==> config.mk <==
export PLATFORM = sky130hd
export DESIGN_NAME = http_request_header_parser
export DESIGN_NICKNAME = d
export VERILOG_FILES = /design/src/rtl/core/hrhp_pkg.sv /design/src/rtl/core/hrhp_step.sv /design/src/rtl/core/http_request_header_parser.sv
export VERILOG_INCLUDE_DIRS = /design/src /design/src/rtl/core
export SDC_FILE = /design/constraint.sdc
export NUM_CORES = 1
export LEC_CHECK = 0
export BUFFER_PORTS_ARGS = -buffer_cell sky130_fd_sc_hd__buf_2
export CORE_ASPECT_RATIO = 1.2
export CORE_MARGIN = 1
export CORE_UTILIZATION = 45
export DETAILED_ROUTE_END_ITERATION = 6
export PLACE_DENSITY = 0.71
export SYNTH_ARGS = -nofsm -noshare
export SYNTH_HDL_FRONTEND = slang
export SYNTH_SLANG_ARGS = --single-unit
==> constraint.sdc <==
create_clock -name clock -period 4.6 [get_ports clock]
set_clock_uncertainty 0.05 [all_clocks]
set_input_delay 0.46 -clock clock [delete_from_list [all_inputs] [get_ports clock]]
set_output_delay 0.46 -clock clock [all_outputs]
set_load 0.01 [all_outputs]
==> src/rtl/core/http_request_header_parser_assert.svh <==
// ----------------------------------------------------------------------------
// HTTP request header parser assertion macros
// Shorthand for the concurrent checks used by the parser RTL.
// ----------------------------------------------------------------------------
`ifndef HTTP_REQUEST_HEADER_PARSER_ASSERT_SVH
`define HTTP_REQUEST_HEADER_PARSER_ASSERT_SVH

// Same-cycle implication, disabled during reset.
`define HRHP_ASSERT_IMP(label, clk, rst, ante, cons) \
   label: assert property (@(posedge clk) disable iff (rst) (ante) |-> (cons)) \
      else $error("hrhp: same-cycle check failed");

// Next-cycle implication, disabled during reset.
`define HRHP_ASSERT_NEXT(label, clk, rst, ante, cons) \
   label: assert property (@(posedge clk) disable iff (rst) (ante) |=> (cons)) \
      else $error("hrhp: next-cycle check failed");

`endif

==> src/rtl/core/hrhp_pkg.sv <==
// ----------------------------------------------------------------------------
// HTTP request header parser package
// Phase, verdict and role codes, character classes and the version digit
// accumulator shared by the parser modules.
// ----------------------------------------------------------------------------
`timescale 1ns / 1ps
`default_nettype none

package hrhp_pkg;

   localparam int VER_BITS = 16;
   localparam int VER_SUM_BITS = VER_BITS + 4;
   localparam logic [VER_SUM_BITS-1:0] VER_MAX = {{4{1'b0}}, {VER_BITS{1'b1}}};

   typedef logic [VER_BITS-1:0] ver_type;

   typedef enum logic [4:0] {
      PH_METHOD_START = 5'd0,
      PH_METHOD       = 5'd1,
      PH_URI_START    = 5'd2,
      PH_URI          = 5'd3,
      PH_H            = 5'd4,
      PH_T1           = 5'd5,
      PH_T2           = 5'd6,
      PH_P            = 5'd7,
      PH_SLASH        = 5'd8,
      PH_MAJ_START    = 5'd9,
      PH_MAJ          = 5'd10,
      PH_MIN_START    = 5'd11,
      PH_MIN          = 5'd12,
      PH_NL1          = 5'd13,
      PH_LINE_START   = 5'd14,
      PH_LWS          = 5'd15,
      PH_NAME         = 5'd16,
      PH_SP_VALUE     = 5'd17,
      PH_VALUE        = 5'd18,
      PH_NL2          = 5'd19,
      PH_NL3          = 5'd20,
      PH_DONE_OK      = 5'd21,
      PH_DONE_BAD     = 5'd22
   } phase_type;

   typedef enum logic [1:0] {
      V_MORE = 2'd0,
      V_OK   = 2'd1,
      V_BAD  = 2'd2
   } verdict_type;

   typedef enum logic [2:0] {
      R_DELIM    = 3'd0,
      R_METHOD   = 3'd1,
      R_URI      = 3'd2,
      R_NEW_NAME = 3'd3,
      R_NAME     = 3'd4,
      R_VALUE    = 3'd5
   } role_type;

   typedef struct packed {
      phase_type phase;
      logic      header_seen;
      ver_type   major;
      ver_type   minor;
   } parse_state_type;

   localparam parse_state_type STATE_RESET = '{
      phase:       PH_METHOD_START,
      header_seen: 1'b0,
      major:       '0,
      minor:       '0
   };

   localparam logic [7:0] CH_HT      = 8'h09;
   localparam logic [7:0] CH_LF      = 8'h0a;
   localparam logic [7:0] CH_CR      = 8'h0d;
   localparam logic [7:0] CH_SP      = 8'h20;
   localparam logic [7:0] CH_DOT     = 8'h2e;
   localparam logic [7:0] CH_SLASH   = 8'h2f;
   localparam logic [7:0] CH_ZERO    = 8'h30;
   localparam logic [7:0] CH_NINE    = 8'h39;
   localparam logic [7:0] CH_COLON   = 8'h3a;
   localparam logic [7:0] CH_H       = 8'h48;
   localparam logic [7:0] CH_P       = 8'h50;
   localparam logic [7:0] CH_T       = 8'h54;
   localparam logic [7:0] CH_CTL_MAX = 8'd31;
   localparam logic [7:0] CH_DEL     = 8'd127;

   function automatic logic is_ctl(input logic [7:0] c);
      return (c <= CH_CTL_MAX) || (c == CH_DEL);
   endfunction

   function automatic logic is_special(input logic [7:0] c);
      logic hit;
      case (c) inside
         8'h28, 8'h29, 8'h3c, 8'h3e, 8'h40, 8'h2c, 8'h3b, 8'h3a, 8'h5c, 8'h22,
         8'h2f, 8'h5b, 8'h5d, 8'h3f, 8'h3d, 8'h7b, 8'h7d, 8'h20, 8'h09:
            hit = 1'b1;
         default:
            hit = 1'b0;
      endcase
      return hit;
   endfunction

   function automatic logic is_token(input logic [7:0] c);
      return (c <= CH_DEL) && !is_ctl(c) && !is_special(c);
   endfunction

   function automatic logic is_decimal(input logic [7:0] c);
      return (c >= CH_ZERO) && (c <= CH_NINE);
   endfunction

   // acc * 10 + digit as two shifted adds, clamped at the all-ones value.
   function automatic ver_type add_digit(input ver_type acc, input logic [7:0] c);
      logic [VER_SUM_BITS-1:0] wide;
      logic [VER_SUM_BITS-1:0] sum;
      logic [7:0]              digit;
      wide  = {{4{1'b0}}, acc};
      digit = c - CH_ZERO;
      sum   = (wide << 3) + (wide << 1) + {{(VER_SUM_BITS-4){1'b0}}, digit[3:0]};
      return (sum > VER_MAX) ? {VER_BITS{1'b1}} : sum[VER_BITS-1:0];
   endfunction

endpackage

`default_nettype wire

==> src/rtl/core/hrhp_step.sv <==
// ----------------------------------------------------------------------------
// HTTP request header parser step logic
// Combinational grammar transition for one request byte: next parser state,
// verdict and role of the byte.
// ----------------------------------------------------------------------------
`timescale 1ns / 1ps
`default_nettype none

module hrhp_step (
   input  hrhp_pkg::parse_state_type cur_state,
   input  logic [7:0]                data_byte,
   input  logic                      restart,
   output hrhp_pkg::parse_state_type nxt_state,
   output hrhp_pkg::verdict_type     verdict,
   output hrhp_pkg::role_type        byte_role
);

   hrhp_pkg::parse_state_type st;
   hrhp_pkg::parse_state_type nx;
   hrhp_pkg::verdict_type     vd;
   hrhp_pkg::role_type        rl;
   logic                      bad;
   logic                      is_ws;

   assign is_ws = (data_byte == hrhp_pkg::CH_SP) || (data_byte == hrhp_pkg::CH_HT);

   always_comb begin
      st  = restart ? hrhp_pkg::STATE_RESET : cur_state;
      nx  = st;
      vd  = hrhp_pkg::V_MORE;
      rl  = hrhp_pkg::R_DELIM;
      bad = 1'b0;
      unique case (st.phase)
         hrhp_pkg::PH_METHOD_START: begin
            if (hrhp_pkg::is_token(data_byte)) begin
               nx.phase = hrhp_pkg::PH_METHOD;
               rl       = hrhp_pkg::R_METHOD;
            end else begin
               bad = 1'b1;
            end
         end
         hrhp_pkg::PH_METHOD: begin
            if (data_byte == hrhp_pkg::CH_SP) nx.phase = hrhp_pkg::PH_URI_START;
            else if (hrhp_pkg::is_token(data_byte)) rl = hrhp_pkg::R_METHOD;
            else bad = 1'b1;
         end
         hrhp_pkg::PH_URI_START: begin
            if (hrhp_pkg::is_ctl(data_byte)) begin
               bad = 1'b1;
            end else begin
               nx.phase = hrhp_pkg::PH_URI;
               rl       = hrhp_pkg::R_URI;
            end
         end
         hrhp_pkg::PH_URI: begin
            if (data_byte == hrhp_pkg::CH_SP) nx.phase = hrhp_pkg::PH_H;
            else if (hrhp_pkg::is_ctl(data_byte)) bad = 1'b1;
            else rl = hrhp_pkg::R_URI;
         end
         hrhp_pkg::PH_H: begin
            if (data_byte == hrhp_pkg::CH_H) nx.phase = hrhp_pkg::PH_T1;
            else bad = 1'b1;
         end
         hrhp_pkg::PH_T1: begin
            if (data_byte == hrhp_pkg::CH_T) nx.phase = hrhp_pkg::PH_T2;
            else bad = 1'b1;
         end
         hrhp_pkg::PH_T2: begin
            if (data_byte == hrhp_pkg::CH_T) nx.phase = hrhp_pkg::PH_P;
            else bad = 1'b1;
         end
         hrhp_pkg::PH_P: begin
            if (data_byte == hrhp_pkg::CH_P) nx.phase = hrhp_pkg::PH_SLASH;
            else bad = 1'b1;
         end
         hrhp_pkg::PH_SLASH: begin
            if (data_byte == hrhp_pkg::CH_SLASH) begin
               nx.major = '0;
               nx.minor = '0;
               nx.phase = hrhp_pkg::PH_MAJ_START;
            end else begin
               bad = 1'b1;
            end
         end
         hrhp_pkg::PH_MAJ_START: begin
            if (hrhp_pkg::is_decimal(data_byte)) begin
               nx.major = hrhp_pkg::add_digit(st.major, data_byte);
               nx.phase = hrhp_pkg::PH_MAJ;
            end else begin
               bad = 1'b1;
            end
         end
         hrhp_pkg::PH_MAJ: begin
            if (data_byte == hrhp_pkg::CH_DOT) begin
               nx.phase = hrhp_pkg::PH_MIN_START;
            end else if (hrhp_pkg::is_decimal(data_byte)) begin
               nx.major = hrhp_pkg::add_digit(st.major, data_byte);
            end else begin
               bad = 1'b1;
            end
         end
         hrhp_pkg::PH_MIN_START: begin
            if (hrhp_pkg::is_decimal(data_byte)) begin
               nx.minor = hrhp_pkg::add_digit(st.minor, data_byte);
               nx.phase = hrhp_pkg::PH_MIN;
            end else begin
               bad = 1'b1;
            end
         end
         hrhp_pkg::PH_MIN: begin
            if (data_byte == hrhp_pkg::CH_CR) begin
               nx.phase = hrhp_pkg::PH_NL1;
            end else if (hrhp_pkg::is_decimal(data_byte)) begin
               nx.minor = hrhp_pkg::add_digit(st.minor, data_byte);
            end else begin
               bad = 1'b1;
            end
         end
         hrhp_pkg::PH_NL1: begin
            if (data_byte == hrhp_pkg::CH_LF) nx.phase = hrhp_pkg::PH_LINE_START;
            else bad = 1'b1;
         end
         hrhp_pkg::PH_LINE_START: begin
            if (data_byte == hrhp_pkg::CH_CR) begin
               nx.phase = hrhp_pkg::PH_NL3;
            end else if (st.header_seen && is_ws) begin
               nx.phase = hrhp_pkg::PH_LWS;
            end else if (hrhp_pkg::is_token(data_byte)) begin
               nx.header_seen = 1'b1;
               nx.phase       = hrhp_pkg::PH_NAME;
               rl             = hrhp_pkg::R_NEW_NAME;
            end else begin
               bad = 1'b1;
            end
         end
         hrhp_pkg::PH_LWS: begin
            if (data_byte == hrhp_pkg::CH_CR) begin
               nx.phase = hrhp_pkg::PH_NL2;
            end else if (is_ws) begin
               nx.phase = hrhp_pkg::PH_LWS;
            end else if (hrhp_pkg::is_ctl(data_byte)) begin
               bad = 1'b1;
            end else begin
               nx.phase = hrhp_pkg::PH_VALUE;
               rl       = hrhp_pkg::R_VALUE;
            end
         end
         hrhp_pkg::PH_NAME: begin
            if (data_byte == hrhp_pkg::CH_COLON) nx.phase = hrhp_pkg::PH_SP_VALUE;
            else if (hrhp_pkg::is_token(data_byte)) rl = hrhp_pkg::R_NAME;
            else bad = 1'b1;
         end
         hrhp_pkg::PH_SP_VALUE: begin
            if (data_byte == hrhp_pkg::CH_SP) nx.phase = hrhp_pkg::PH_VALUE;
            else bad = 1'b1;
         end
         hrhp_pkg::PH_VALUE: begin
            if (data_byte == hrhp_pkg::CH_CR) nx.phase = hrhp_pkg::PH_NL2;
            else if (hrhp_pkg::is_ctl(data_byte)) bad = 1'b1;
            else rl = hrhp_pkg::R_VALUE;
         end
         hrhp_pkg::PH_NL2: begin
            if (data_byte == hrhp_pkg::CH_LF) nx.phase = hrhp_pkg::PH_LINE_START;
            else bad = 1'b1;
         end
         hrhp_pkg::PH_NL3: begin
            if (data_byte == hrhp_pkg::CH_LF) begin
               nx.phase = hrhp_pkg::PH_DONE_OK;
               vd       = hrhp_pkg::V_OK;
            end else begin
               bad = 1'b1;
            end
         end
         hrhp_pkg::PH_DONE_OK: begin
            vd = hrhp_pkg::V_OK;
         end
         default: begin
            // The held bad phase and any code outside the grammar.
            bad = 1'b1;
         end
      endcase

      if (bad) begin
         nx.phase = hrhp_pkg::PH_DONE_BAD;
         vd       = hrhp_pkg::V_BAD;
         rl       = hrhp_pkg::R_DELIM;
      end
   end

   assign nxt_state = nx;
   assign verdict   = vd;
   assign byte_role = rl;

endmodule

`default_nettype wire

==> src/rtl/core/http_request_header_parser.sv <==
// Path: an accepted word passes through the input register and then the result
// register before it can be taken on the response side. Throughput: one word
// per cycle unless the response stalls; the grammar step between the registers is
// a combinational state transition plus a shift-add version accumulator.
// Reset: synchronous, active high; it empties both stages and returns the parser
// to the method-start phase with the header flag and both versions at zero.
// ----------------------------------------------------------------------------
// HTTP request header parser
// Walks the HTTP/major.minor request line and header grammar one byte per word and
// tags each byte with a verdict, a role and the running version numbers.
// ----------------------------------------------------------------------------
`timescale 1ns / 1ps
`default_nettype none
`include "http_request_header_parser_assert.svh"

module http_request_header_parser (
   input  logic        clock,
   input  logic        reset,

   // Request stream: one request byte per word.
   input  logic        req_tvalid,
   output logic        req_tready,
   input  logic [7:0]  req_tdata,   // [7:0] data_byte
   input  logic        req_tuser,   // [0] restart

   // Response stream: one parse result per request word.
   output logic        rsp_tvalid,
   input  logic        rsp_tready,
   output logic [47:0] rsp_tdata,   // [1:0] verdict, [9:2] echo_byte,
                                    // [25:10] major_version, [41:26] minor_version,
                                    // [47:42] zero
   output logic [2:0]  rsp_tuser    // [2:0] byte_role
);

   // Input register. It holds a word until the grammar step can commit it.
   logic                      s1_valid_ff;
   logic                      s1_valid_in;
   logic [7:0]                s1_byte_ff;
   logic                      s1_restart_ff;

   // Parser state. It only changes when a word moves into the result register,
   // so a stalled response never lets the grammar run ahead.
   hrhp_pkg::parse_state_type state_ff;
   hrhp_pkg::parse_state_type state_in;

   // Result register.
   logic                      rsp_valid_ff;
   logic                      rsp_valid_in;
   hrhp_pkg::verdict_type     rsp_verdict_ff;
   hrhp_pkg::role_type        rsp_role_ff;
   logic [7:0]                rsp_byte_ff;
   hrhp_pkg::ver_type         rsp_major_ff;
   hrhp_pkg::ver_type         rsp_minor_ff;

   hrhp_pkg::parse_state_type step_state;
   hrhp_pkg::verdict_type     step_verdict;
   hrhp_pkg::role_type        step_role;
   logic                      advance;
   logic                      req_fire;

   // Terms used by the checks at the end of the module.
   logic                      role_tagged;
   logic                      ok_step;
   logic                      ok_held;
   logic                      bad_step;
   logic                      bad_held;
   logic                      s1_stall;
   logic [8:0]                s1_payload;

   hrhp_step u_step (
      .cur_state (state_ff),
      .data_byte (s1_byte_ff),
      .restart   (s1_restart_ff),
      .nxt_state (step_state),
      .verdict   (step_verdict),
      .byte_role (step_role)
   );

   // A word leaves the input register whenever the result register is empty
   // or is being drained in this cycle; the input register then takes the next
   // word in the same cycle, which keeps the stream at one word per cycle.
   assign advance    = s1_valid_ff && (!rsp_valid_ff || rsp_tready);
   assign req_tready = !s1_valid_ff || advance;
   assign req_fire   = req_tvalid && req_tready;

   always_comb begin
      s1_valid_in  = req_tready ? req_tvalid : s1_valid_ff;
      state_in     = advance ? step_state : state_ff;
      if (advance) begin
         rsp_valid_in = 1'b1;
      end else if (rsp_tready) begin
         rsp_valid_in = 1'b0;
      end else begin
         rsp_valid_in = rsp_valid_ff;
      end
   end

   always_ff @(posedge clock) begin
      if (reset) begin
         s1_valid_ff  <= 1'b0;
         rsp_valid_ff <= 1'b0;
         state_ff     <= hrhp_pkg::STATE_RESET;
      end else begin
         s1_valid_ff  <= s1_valid_in;
         rsp_valid_ff <= rsp_valid_in;
         state_ff     <= state_in;
      end
   end

   // Payload registers need no reset; they are qualified by the valid flags.
   always_ff @(posedge clock) begin
      if (req_fire) begin
         s1_byte_ff    <= req_tdata;
         s1_restart_ff <= req_tuser;
      end
      if (advance) begin
         rsp_verdict_ff <= step_verdict;
         rsp_role_ff    <= step_role;
         rsp_byte_ff    <= s1_byte_ff;
         rsp_major_ff   <= step_state.major;
         rsp_minor_ff   <= step_state.minor;
      end
   end

   assign rsp_tvalid = rsp_valid_ff;
   assign rsp_tdata  = {6'b000000, rsp_minor_ff, rsp_major_ff, rsp_byte_ff, rsp_verdict_ff};
   assign rsp_tuser  = rsp_role_ff;

   assign role_tagged = rsp_valid_ff && (rsp_role_ff != hrhp_pkg::R_DELIM);
   assign ok_step     = advance && !s1_restart_ff && (state_ff.phase == hrhp_pkg::PH_DONE_OK);
   assign ok_held     = (state_ff.phase == hrhp_pkg::PH_DONE_OK)
                        && (rsp_verdict_ff == hrhp_pkg::V_OK);
   assign bad_step    = advance && !s1_restart_ff && (state_ff.phase == hrhp_pkg::PH_DONE_BAD);
   assign bad_held    = (rsp_verdict_ff == hrhp_pkg::V_BAD);
   assign s1_stall    = s1_valid_ff && !advance;
   assign s1_payload  = {s1_restart_ff, s1_byte_ff};

   // A byte that carries a text role is never the one that ends the request.
   `HRHP_ASSERT_IMP(a_role_means_more, clock, reset, role_tagged, rsp_verdict_ff == hrhp_pkg::V_MORE)

   // A finished request stays finished until a restart arrives.
   `HRHP_ASSERT_NEXT(a_done_ok_holds, clock, reset, ok_step, ok_held)

   // A malformed request keeps its versions and its verdict until a restart.
   `HRHP_ASSERT_NEXT(a_done_bad_holds, clock, reset, bad_step, bad_held && $stable(state_ff))

   // A word waiting in the input register is neither lost nor overwritten.
   `HRHP_ASSERT_NEXT(a_input_held, clock, reset, s1_stall, s1_valid_ff && $stable(s1_payload))

endmodule

`default_nettype wire
Word-level counts from Yosys, hierarchy flattened

Index checks and enable logic that the tools add are counted.

Register bits after elaboration: 94
Input bits: 13
Output and inout port bits: 53

Add/sub/neg operators: 5
$lt $le $gt $ge: 6
Equality and inequality tests: 47
Multiplexer cells: 90
Reduce and logical (&&, ||, !) cells: 27

Operators by type and width:

| kind                                                                                | count |
|---|---|
| 5-bit 2-to-1 mux                                                                    | 24 |
| 8-bit by 6-bit == test with 1-bit output, second input constant                     | 13 |
| 5-bit one-hot mux with 20 select lines                                              | 1 |
| 16-bit 2-to-1 mux                                                                   | 6 |
| 16-bit one-hot mux with 3 select lines                                              | 2 |
| 8-bit by 7-bit == test with 1-bit output, second input constant                     | 10 |
| 19-bit by 17-bit adder with 20-bit output                                           | 2 |
| 20-bit by 4-bit adder with 20-bit output                                            | 2 |
| 5-bit by 4-bit == test with 1-bit output, second input constant                     | 8 |
| 20-bit by 16-bit greater-than comparator with 1-bit output, second input constant   | 2 |
| 1-bit 2-to-1 mux                                                                    | 40 |
| 38-bit 2-to-1 mux                                                                   | 1 |
| 32-bit 2-to-1 mux                                                                   | 1 |
| 5-bit == test, second input constant                                                | 6 |
| 3-bit 2-to-1 mux                                                                    | 9 |
| 8-bit by 4-bit == test with 1-bit output, second input constant                     | 3 |
| 3-bit one-hot mux with 8 select lines                                               | 1 |
| 5-bit by 3-bit == test with 1-bit output, second input constant                     | 4 |
| 19-bit OR reduction                                                                 | 1 |
| 1-bit one-hot mux with 18 select lines                                              | 1 |
| 5-bit by 2-bit == test with 1-bit output, second input constant                     | 2 |
| 1-bit logical AND                                                                   | 9 |
| 8-bit by 6-bit greater-or-equal comparator with 1-bit output, second input constant | 1 |
| 8-bit by 5-bit less-or-equal comparator with 1-bit output, second input constant    | 1 |
| other kinds (13)                                                                    | 25 |

Longest topological paths before layout

Depth in word-level cells: 13
Mapped depth: 18
Gate-level depth less buffers: 13

Hierarchy

From an unflattened synthesis, not the netlist that was laid out.

Cells, all modules: 875
Area total of the unflattened synthesis: 7,798.7 µm²

By module, submodules not included:

| module                     | instances | cells an instance | area an instance (µm²) | sequential area each (µm²) |
|---|---|---|---|---|
| hrhp_step                  | 1         | 639               | 4,340.4                | 0.0 |
| http_request_header_parser | 1         | 236               | 3,458.3                | 2,422.3 |

Worst setup path after synthesis

No wires, ideal clock.

Kind: flip-flop to flip-flop
Start: reg s1_restart_ff
End: reg rsp_major_ff[15], data pin
Library setup time: 0.262 ns
Data arrival time: 4.293 ns
Required time: 4.288 ns
Setup slack: -0.005 ns
Cell stages (with the launch flop): 18
Path buffers: 5
Period minus slack after synthesis: 4.605 ns
Cell sequence: edfxtp_1 > clkbuf_1 > clkbuf_1 > clkbuf_1 > clkbuf_1 > nor2b_1 > xnor2_1 > ha_1 > fa_1 > a211oi_1 > o21bai_1 > o2111a_1 > o31ai_1 > xnor2_1 > nand3_1 > clkbuf_1 > o31ai_1 > nand2_1

RTL lines:

| element                | RTL line                          | text |
|---|---|---|
| start, declared        | http_request_header_parser.sv:39  | `logic s1_restart_ff;` |
| start signal, assigned | http_request_header_parser.sv:114 | `s1_restart_ff <= req_tuser;` |
| end signal, assigned   | http_request_header_parser.sv:120 | `rsp_major_ff <= step_state.major;` |
| end, declared          | http_request_header_parser.sv:52  | `hrhp_pkg::ver_type rsp_major_ff;` |

==> results.md <==
- At the worst endpoint, the required time is 4630 ps.
- Yosys printed 0 warnings.
- The area of the core region is 16800 sq um.
- The static leakage is 3.57 nW.
- The number of iterations in the first detailed-routing pass is 5.
- Once the floorplan was initialized, standard cells occupied 45.9% of the core.
- The cell accounting for the most synthesized area is sky130_fd_sc_hd__edfxtp_1.
- Sorting the synthesized cells by how often they occur yields sky130_fd_sc_hd__nor2_1 (121), sky130_fd_sc_hd__nand2_1 (74), sky130_fd_sc_hd__a21oi_1 (70).
- The clock root buffer is sky130_fd_sc_hd__clkbuf_16.
- The total congestion overflow is 0.
- The critical path is of the flop to flop type.
- Counting along the longest clock path gives a buffer depth of 2.
- The distinct cell type count of the synthesized netlist is 85.
- The signal on the critical path passes through buf_4 > nor2b_1 > ha_1 > ha_1 > fa_1 > a211oi_1 > o21bai_1 > o2111a_1 > o31ai_1 > xnor2_1 > nand3_1 > buf_4 > o31ai_1 > nand2_1.
- Measured along the x axis, the die boundary spans 121 um.
- The initialized floorplan defines 52 standard-cell rows.
- The post-route netlist has 12.6% of its cells at a drive strength greater than 1.
- The proportion of power drawn by the clock network is 36.5%.
- The routed design has 22000 um of wire.
- The buffers plus inverters on the worst setup path is 2.
- In the routed design, unresolved DRC markers number 0.
- Once the clock tree was built, the setup fixing pass inserted 0 buffers.
- The flow ran to the end, and the final reports show no timing, DRC or antenna violations.
- The wire length of the first global-routing pass is 35100 um.
- In this run, synthesis produced a sequential element count of 94.
- The maximum net fanout on the critical path is 20.
- The most common cell in the synthesized netlist is sky130_fd_sc_hd__nor2_1.
- Clock tree synthesis inserted a total of 9 buffers.
- The detailed router finished its first iteration with 827 violations.
- The largest single stage delay on the critical path is 430 ps.
- The kind of cell with the highest combined delay along the critical path is compound AO/OA/AOI/OAI gates.
- The count of vias placed by the detailed router is 7381.
- The congestion estimate from routability-driven global placement came to 0.964.
- CTS built an H-tree with a depth of 3.
- Yosys attributes the largest share of cell area to sky130_fd_sc_hd__edfxtp_1 (21%), sky130_fd_sc_hd__dfxtp_1 (10%), sky130_fd_sc_hd__ha_1 (10%), sky130_fd_sc_hd__nor2_1 (5.9%), sky130_fd_sc_hd__a21oi_1 (4.5%).
- The sequential share of power is 46.6%.
- The net switching power of the design is 0.577 mW.
- The number of input and output port buffers inserted is 59.
- The total of endpoints with negative setup slack in the final report is 0.
- The final cycle utilization of the critical path is 89.5%.
- The HPWL after detailed placement is 15800 um.
- The clock tree from TritonCTS is yes.
- The upper clock frequency limit is 0.243 GHz.
- 66 I/O pins were placed.
- The floorplan die area is 17700 sq um.
- The kind of start point of the critical path is a flop.
- The layout has 1640 filler cells.
- Registers take 2420 sq um.
- The critical path capture point type is a flop.
- The share of total power dissipated in combinational logic is 17.0%.
- The fraction of registers with async set or reset after synthesis is 0%.
- In this run switching power makes up 27.8% of total power.
- On the final layout, the worst hold slack is 235 ps.
- The number of enable-type register cells in the synthesized netlist is 54.
- The total power divided by cell area is 243 nW/um^2.
- In the global route stage, overall resource usage came out at 25.0%.
- VDD sags by at most 0.155 mV.
- After synthesis the cells add up to 7710 sq um.
- The detail route stage leaves a number of antenna-violating nets equal to 0.
- The final-report hold violation count came to 0.
- Counting I/O delays and the setup requirement, the final critical path takes 4120 ps.
- The most used flip-flop cell after synthesis is sky130_fd_sc_hd__edfxtp_1.
- The top cell type's share of synthesized area is 21.0%.
- The max-slew violation total from the final report is 0.
- The register-to-register path setup slack is 480 ps.
- In the final routed layout, each cell accounts on average for 18.4 um.
- The count of max-cap constraint violations is 0.
- The total area of multi-input combinational cells is 4930 sq um.
- The clock sink count is 94.
- Setup repair after global routing left no endpoint under its margin.
- The later-pin clock latency in the skew report is 340 ps.
- The final instance count without filler cells is 1198.
- The number of global-route vias before repair came to 6780.
- After clock tree synthesis, the clock-pin slew on the worst setup and hold paths is 70 ps.
- The number of antenna diodes in the final layout is 0.
- The area growth from synthesis to layout is 10.6%.
- The number of cells in the design after placement is 1182.
- The worst pin sits at a relative slew slack of 34.2%.
- The hold buffer count at cts is 0.
- The net count of the finished layout is 1054.
- The path class of the tightest hold or removal check is primary input to flop.
- In the synthesized netlist, the number of instances is 939.
- The number of gates resized after CTS was 0.
- The average vias per placed instance is 6.16.
- Measured along the y axis, the die boundary spans 145 um.
- Internal power comes to 1.50 mW.
- The maximum number of pins on one net before global-route repair is 43.
- The per-instance average area after synthesis is 8.21 sq um.
- The summed negative setup slack over all endpoints is 0 ps.
- The initial antenna violation count came to 0.
- At the pin with the least slew margin, the transition time is 987 ps.
- The slowest stage of the critical path is the sky130_fd_sc_hd__fa_1 cell.
- Data arrives at the worst endpoint at 4150 ps.
- Sequential cells were found to cover 31.4% of the synthesized design area.
-- registers in the layout, indices dropped and copies added, names as in the netlist --
name            count
rsp_verdict_ff      2
state_ff           38
s1_valid_ff         1
rsp_tuser           3
rsp_major_ff       16
rsp_tvalid          1
rsp_byte_ff         8
s1_byte_ff          8
rsp_minor_ff       16
s1_restart_ff       1
-- power groups by stage --
stage,clock [mW],combinational (mW),sequential (mW)
floorplan,0,0.247,0.982
global placement,0,0.344,0.983
detailed placement,0,0.347,0.983
CTS,0.768,0.348,0.965
global route,0.797,0.387,0.971
finish,0.756,0.352,0.966
-- final cells by class --
class                   instances  area share (%)
inverters                      28            1.25
clock inverters                 5           0.690
flip-flops and latches         94            28.4
clock buffers                  11            2.85
repair buffers                 85            5.75
well taps                     216            3.17
multi-input cells             759            57.9
-- layer usage --
layer	wire, um	track usage (%)	share of wire (%)
met5	0	0	0
met1	9480	33.0	43
met2	10400	40.0	47
met4	751	12.4	3.4
met3	1400	3.10	6.4
-- logic make-up (layout without fill, tap and decap cells) --
kind of cell,after synthesis,after routing,synth area share (%)
buffers and inverters,91,129,4.95
muxes,4,4,0.536
xor gates and xnor gates,27,27,3.07
DFF,94,94,31.4
AOI/OAI and AO/OA,289,289,24.6
adders and majority gates,65,65,10.7
other,1,6,0.0486
and+or+nand+nor,368,368,24.7
-- worst reg2reg max path, delay by kind of cell (launching register included) --
kind / cells / cell delay, ps
compound gates: 5 / 1300
xor+xnor: 1 / 180
fa+ha+maj: 3 / 920
buf+inv: 2 / 490
flops: 1 / 420
simple gates: 3 / 480
-- placed cells by master, fill, tap and decap left out, types with 21 or more instances in the layout --
cell and n:
sky130_fd_sc_hd__nor2b_1 24, sky130_fd_sc_hd__edfxtp_1 54, sky130_fd_sc_hd__buf_2 59, sky130_fd_sc_hd__a211oi_1 21, sky130_fd_sc_hd__buf_4 26, sky130_fd_sc_hd__o21ai_0 61
sky130_fd_sc_hd__nand2_1 74, sky130_fd_sc_hd__a21oi_1 70, sky130_fd_sc_hd__dfxtp_1 40, sky130_fd_sc_hd__ha_1 62, sky130_fd_sc_hd__xnor2_1 21, sky130_fd_sc_hd__inv_1 26
sky130_fd_sc_hd__nor2_1 121, sky130_fd_sc_hd__nand2b_1 32, sky130_fd_sc_hd__o31ai_1 22, sky130_fd_sc_hd__nand3_1 25
-- metrics by stage --
stage / power, mW / utilization [%] / instance area, sq um / setup slack (ps)
2_1_floorplan: 1.23 / - / 7730 / 107
3_3_place_gp: 1.33 / 49.0 / 8220 / 664
3_5_place_dp: 1.33 / 49.0 / 8220 / 524
4_1_cts: 2.08 / 50.8 / 8530 / 506
5_1_grt: 2.15 / 50.8 / 8530 / 155
6_report: 2.07 / 50.8 / 8530 / 482
-- final timing paths --
check / from / endpoint / cells past startpoint
setup / recovery: s1_restart_ff / rsp_major_ff[4] / 14
hold / removal: req_tdata[5] / s1_byte_ff[5] / 1
setup reg to reg: s1_restart_ff / rsp_major_ff[4] / 14
hold reg to reg: state_ff[17] / state_ff[17] / 2
No activity file was read; power rests on OpenSTA's default activity.
